`src/rtl/core/ssit_pkg.sv`:
```
// ----------------------------------------------------------------------------
// ssit_pkg
// Types and codes shared by the stable sorted insert table.
// ----------------------------------------------------------------------------
package ssit_pkg;

  localparam int IdW     = 16;
  localparam int RatingW = 3;
  localparam int StatusW = 2;

  localparam logic [RatingW-1:0] RATING_MAX = 3'd4;

  localparam logic ACT_INSERT  = 1'b0;
  localparam logic ACT_READOUT = 1'b1;

  localparam logic [StatusW-1:0] ST_INSERTED = 2'd0;
  localparam logic [StatusW-1:0] ST_FULL     = 2'd1;
  localparam logic [StatusW-1:0] ST_ENTRY    = 2'd2;
  localparam logic [StatusW-1:0] ST_EMPTY    = 2'd3;

  typedef struct packed {
    logic [IdW-1:0]     id;
    logic [RatingW-1:0] rating;
  } entry_t;

endpackage

```
`src/rtl/core/ssit_mem.sv`:
```
// ----------------------------------------------------------------------------
// ssit_mem
// Entry store: one write port, one read port, registered read data.
// ----------------------------------------------------------------------------
module ssit_mem
  import ssit_pkg::*;
#(
  parameter int Depth = 32
) (
  input  logic                     clk,
  input  logic                     we,
  input  logic [$clog2(Depth)-1:0] waddr,
  input  entry_t                   wdata,
  input  logic [$clog2(Depth)-1:0] raddr,
  output entry_t                   rdata
);

  entry_t mem [Depth];

  always_ff @(posedge clk) begin
    if (we) begin
      mem[waddr] <= wdata;
    end
    rdata <= mem[raddr];
  end

endmodule

```
`config.mk`:
```
export PLATFORM = sky130hd
export DESIGN_NAME = ssit_mem
export DESIGN_NICKNAME = d
export VERILOG_FILES = /design/src/rtl/core/ssit_pkg.sv /design/src/rtl/core/ssit_mem.sv
export SDC_FILE = /design/constraint.sdc
export NUM_CORES = 1
export LEC_CHECK = 0
export BUFFER_PORTS_ARGS = -buffer_cell sky130_fd_sc_hd__buf_4
export CORE_ASPECT_RATIO = 1.1
export CORE_MARGIN = 2
export CORE_UTILIZATION = 54
export DETAILED_ROUTE_END_ITERATION = 6
export HOLD_SLACK_MARGIN = 0.1
export PLACE_DENSITY = 0.84
export SYNTH_ARGS = -nofsm -noshare
export SYNTH_HDL_FRONTEND = slang
export SYNTH_SLANG_ARGS = --single-unit
export TNS_END_PERCENT = 10
```
`constraint.sdc`:
```
create_clock -name clk -period 2.2 [get_ports clk]
set_clock_uncertainty 0.15 [all_clocks]
set_input_delay 0.11 -clock clk [delete_from_list [all_inputs] [get_ports clk]]
set_output_delay 0.11 -clock clk [all_outputs]
set_load 0.005 [all_outputs]
```
==> metrics.txt <==
# TYPE chip_impl_metric gauge
chip_impl_info{name="tritoncts",value="done"} 1
chip_impl_metric{name="hold_depth",unit=""} 4
chip_impl_metric{name="final_cell_count_no_fill",unit=""} 2136
chip_impl_info{name="critPathMostFrequentCell",value="sky130_fd_sc_hd__buf_4"} 1
chip_impl_metric{name="comb_power_share",unit="%"} 6.0
chip_impl_metric{name="cp_data_arrival_time",unit="ns"} 2.43
chip_impl_metric{name="core",unit="um^2"} 44400
chip_impl_metric{name="remaining_drc_errors",unit=""} 9
chip_impl_metric{name="seq_cells_post_synth",unit=""} 627
chip_impl_metric{name="finalSetupViolations",unit=""} 0
chip_impl_info{name="status",value="finished, violations left"} 1
chip_impl_metric{name="drt_iter0_markers",unit=""} 1749
chip_impl_metric{name="place_congestion",unit=""} 0.806
chip_impl_metric{name="p_int",unit="mW"} 19.2
chip_impl_info{name="synth-main-ff-cell",value="sky130_fd_sc_hd__edfxtp_1"} 1
chip_impl_info{name="setup.worst_path.end_class",value="flip-flop"} 1
chip_impl_metric{name="finish.instance_area",unit="um^2"} 28200
chip_impl_metric{name="detail_route.first_pass.iterations",unit=""} 7
chip_impl_metric{name="first_global_vias",unit=""} 13743
chip_impl_metric{name="die_w",unit="um"} 206
chip_impl_info{name="largest_area_contributor_in_the_netlist",value="sky130_fd_sc_hd__edfxtp_1"} 1
chip_impl_info{name="crit_slowest_cell",value="sky130_fd_sc_hd__dlygate4sd3_1"} 1
chip_impl_metric{name="dp.cells",unit=""} 2003
chip_impl_metric{name="slew_headroom",unit="%"} 53.6
chip_impl_metric{name="swShare",unit="%"} 21.1
chip_impl_metric{name="antenna_violations_before_repair",unit=""} 1
chip_impl_metric{name="design.die.area",unit="um^2"} 46600
chip_impl_metric{name="power.total",unit="mW"} 24.4
chip_impl_metric{name="grt_overflow_total",unit=""} 0
chip_impl_metric{name="n_antenna_cell",unit=""} 0
chip_impl_metric{name="placed_area",unit="um^2"} 26100
chip_impl_metric{name="grt_pass1_wl",unit="mm"} 84.2
chip_impl_metric{name="fp.dieH",unit="um"} 226
chip_impl_metric{name="ys_warn_count",unit=""} 0
chip_impl_metric{name="crit_path_max_fanout",unit=""} 15
chip_impl_metric{name="cts.htree.levels",unit=""} 2
chip_impl_metric{name="synth_edf_count",unit=""} 608
chip_impl_info{name="highest_metal_layer_used_by_the_detailed_router",value="met5"} 1
chip_impl_metric{name="post-route-util",unit="%"} 63.4
chip_impl_info{name="rsz0062_at_grt",value="false"} 1
chip_impl_info{name="ctsRootBufferMaster",value="sky130_fd_sc_hd__clkbuf_16"} 1
chip_impl_info{name="violations_in_the_final_reports",value="design-rule violations"} 1
chip_impl_info{name="yosysMostFrequentCell",value="sky130_fd_sc_hd__edfxtp_1"} 1
chip_impl_metric{name="worst_slack",unit="ns"} 0.0627
chip_impl_metric{name="num_rows",unit=""} 81
chip_impl_metric{name="power_frac_clock",unit="%"} 39.2
chip_impl_metric{name="hold_violations",unit=""} 0
chip_impl_metric{name="cts_made_buffers",unit=""} 56
chip_impl_info{name="synthTopCellsByCount",value="sky130_fd_sc_hd__edfxtp_1, sky130_fd_sc_hd__mux2i_1, sky130_fd_sc_hd__a22oi_1"} 1
chip_impl_metric{name="peakVddDrop",unit="uV"} 627
chip_impl_info{name="timing.hold.worst.class",value="in2reg"} 1
chip_impl_metric{name="critical-path-max-stage-delay",unit="ns"} 0.59
chip_impl_metric{name="wire_per_inst",unit="um"} 26.6
chip_impl_info{name="cell_by_cell_trace_of_the_critical_path",value="buf_4 -> dlygate4sd3_1 -> nor2_4 -> buf_4 -> buf_4 -> nand2_1 -> a31oi_1 -> nand3_1"} 1
chip_impl_metric{name="post-dp-hpwl",unit="mm"} 32.7
chip_impl_metric{name="wirelength",unit="mm"} 56.9
chip_impl_metric{name="post-cts-setup-buffers",unit=""} 0
chip_impl_metric{name="synth_area",unit="um^2"} 24200
chip_impl_metric{name="clk_pin_slew_worst_paths",unit="ns"} 0.06
chip_impl_metric{name="max_slew.worst_pin.slew",unit="ns"} 0.694
chip_impl_metric{name="synth_async_reset_ratio",unit="%"} 0
chip_impl_metric{name="path_depth",unit=""} 8
chip_impl_metric{name="timing.final.max_slew_violations",unit=""} 0
chip_impl_metric{name="initial_core_util",unit="%"} 54.6
chip_impl_metric{name="wirelength_met1",unit="mm"} 20.3
chip_impl_metric{name="met2WireLength",unit="mm"} 28.4
chip_impl_metric{name="crit_required",unit="ns"} 2.49
chip_impl_metric{name="wl_met3",unit="mm"} 5.54
chip_impl_metric{name="num-fill-cells",unit=""} 2854
chip_impl_metric{name="synth_top_cell_area_share",unit="%"} 75.3
chip_impl_info{name="worstSetupPathType",value="in2reg"} 1
chip_impl_metric{name="max-clock-path-buffers",unit=""} 3
chip_impl_metric{name="synthCells",unit=""} 1346
chip_impl_metric{name="area_growth_synth_to_finish",unit="%"} 16.2
chip_impl_metric{name="maximum_number_of_pins_on_one_net_before_global_route_repair",unit=""} 42
chip_impl_metric{name="synthesis.area_per_instance",unit="um^2"} 18.0
chip_impl_metric{name="drt-vias-per-instance",unit=""} 6.32
chip_impl_metric{name="via_count",unit=""} 13502
chip_impl_metric{name="total_negative_setup_slack",unit="ns"} 0
chip_impl_metric{name="synth_seq_area_share",unit="%"} 76.9
chip_impl_metric{name="maxCapViolations",unit=""} 0
chip_impl_metric{name="number_of_primary_i_o_pins",unit=""} 50
chip_impl_metric{name="drive_above_1_share",unit="%"} 17.9
chip_impl_info{name="crit_path_max_delay_family",value="buffers and inverters"} 1
chip_impl_metric{name="ant_nets",unit=""} 0
chip_impl_metric{name="final.min_clock_period",unit="ns"} 2.14
chip_impl_metric{name="dpl_worst_slack",unit="ns"} 0.120
chip_impl_metric{name="power.share.sequential",unit="%"} 54.8
chip_impl_metric{name="place.port_buffers",unit=""} 49
chip_impl_metric{name="p_switching",unit="mW"} 5.14
chip_impl_metric{name="design.final.nets",unit=""} 1538
chip_impl_metric{name="clock_sink_count",unit=""} 627
chip_impl_metric{name="synth.lib_cells_used.distinct",unit=""} 27
chip_impl_metric{name="synth_nets",unit=""} 1377
chip_impl_metric{name="worst_skew_pair.late_latency",unit="ns"} 0.60
chip_impl_metric{name="power_density",unit="nW/um^2"} 865
chip_impl_metric{name="gr-usage-all-layers",unit="%"} 24.7
chip_impl_metric{name="hold_ws",unit="ns"} 0.153
chip_impl_metric{name="critPathBufInv",unit=""} 4
chip_impl_metric{name="ff2ff_path_depth",unit=""} 5
chip_impl_info{name="synth_top_cells_by_area",value="sky130_fd_sc_hd__edfxtp_1, sky130_fd_sc_hd__mux2i_1, sky130_fd_sc_hd__a22oi_1, sky130_fd_sc_hd__dfxtp_1, sky130_fd_sc_hd__a22o_1"} 1
chip_impl_metric{name="power_leakage",unit="nW"} 9.95
chip_impl_metric{name="fmax",unit="MHz"} 468
chip_impl_metric{name="timing.final.crit_share",unit="%"} 97.1
chip_impl_info{name="start_kind",value="primary input"} 1
[metal layers]
metal / up-vias / GRT usage (%)
li1: 5704 / -
met1: 6798 / 31.1
met2: 821 / 41.6
met3: 177 / 4.98
met4: 2 / 11.3
met5: - / 0
[power groups by stage]
stage | clock, mW | sequential (mW) | combinational, mW
3_3_place_gp | 0 | 13.6 | 1.32
4_1_cts | 9.61 | 13.4 | 1.44
2_1_floorplan | 0 | 13.6 | 0.721
3_5_place_dp | 0 | 13.6 | 1.37
5_1_grt | 10.1 | 13.4 | 1.53
6_report | 9.56 | 13.4 | 1.45
[tightest hold or removal path, stage by stage]
cell and delay, ns:
sky130_fd_sc_hd__buf_4 0.16, sky130_fd_sc_hd__or3b_2 0.22, sky130_fd_sc_hd__nor2_2 0.06, sky130_fd_sc_hd__buf_12 0.16
[repair_timing]
| action | 4_1_cts | 5_1_grt |
|---|---|---|
| endpoints found under the hold margin | 628 | 0 |
| gates resized for setup | 0 | 1 |
| hold buffers | 27 | 0 |
| setup endpoints to repair | 0 | 1 |
[final cells by class]
type | count | area (um^2) | area share (%)
tap | 581 | 727 | 2.58
multi-input combinational | 641 | 5150 | 18.3
clock inverter | 35 | 272 | 0.964
sequential | 627 | 18600 | 66.2
clock buffer | 71 | 1530 | 5.43
timing repair buffer | 181 | 1850 | 6.56
[placed cells by master (no fill, tap or decap), types with 2 or more instances in the layout]
cell,synthesis,final
sky130_fd_sc_hd__a22oi_1,76,76
sky130_fd_sc_hd__or3b_2,3,3
sky130_fd_sc_hd__dfxtp_1,19,19
sky130_fd_sc_hd__buf_4,15,120
sky130_fd_sc_hd__clkinvlp_4,0,2
sky130_fd_sc_hd__nand2b_1,2,2
sky130_fd_sc_hd__a22o_1,38,38
sky130_fd_sc_hd__clkinv_1,0,13
sky130_fd_sc_hd__buf_12,1,33
sky130_fd_sc_hd__nand3_1,40,40
sky130_fd_sc_hd__mux2i_1,304,304
sky130_fd_sc_hd__clkinv_2,0,14
sky130_fd_sc_hd__bufinv_16,0,4
sky130_fd_sc_hd__clkbuf_1,18,9
sky130_fd_sc_hd__nand3b_1,5,5
sky130_fd_sc_hd__a21oi_1,38,38
sky130_fd_sc_hd__dlygate4sd3_1,0,27
sky130_fd_sc_hd__nand2_1,39,39
sky130_fd_sc_hd__a31oi_1,19,19
sky130_fd_sc_hd__nor3_1,19,19
sky130_fd_sc_hd__clkbuf_16,0,57
sky130_fd_sc_hd__nand4_1,19,19
sky130_fd_sc_hd__clkbuf_8,0,5
sky130_fd_sc_hd__edfxtp_1,608,608
sky130_fd_sc_hd__inv_6,0,2
sky130_fd_sc_hd__nor2_2,0,32
[registers in the layout, summed over array words and instances, names as in the netlist]
signal,cells
mem,608
rdata,19
[cells by family (layout without fill, tap and decap cells)]
| family | after synthesis | after routing | share of synthesized area [%] |
|---|---|---|---|
| buffers and inverters | 78 | 287 | 2.29 |
| DFF | 627 | 627 | 76.9 |
| and+or+nand+nor | 166 | 166 | 3.29 |
| AOI/OAI and AO/OA | 171 | 171 | 5.00 |
| muxes | 304 | 304 | 12.6 |
[path summary, 6_finish.rpt]
path,from,slack [ns],end
worst max-delay path,raddr[1],0.06,rdata[17]$_DFF_P_
worst min-delay path,waddr[4],0.15,mem[10][7]$_DFFE_PP_
worst max register to register,mem[25][18]$_DFFE_PP_,0.51,rdata[18]$_DFF_P_
worst min register to register,mem[16][3]$_DFFE_PP_,0.47,rdata[3]$_DFF_P_
No activity file was read; power rests on OpenSTA's default activity.
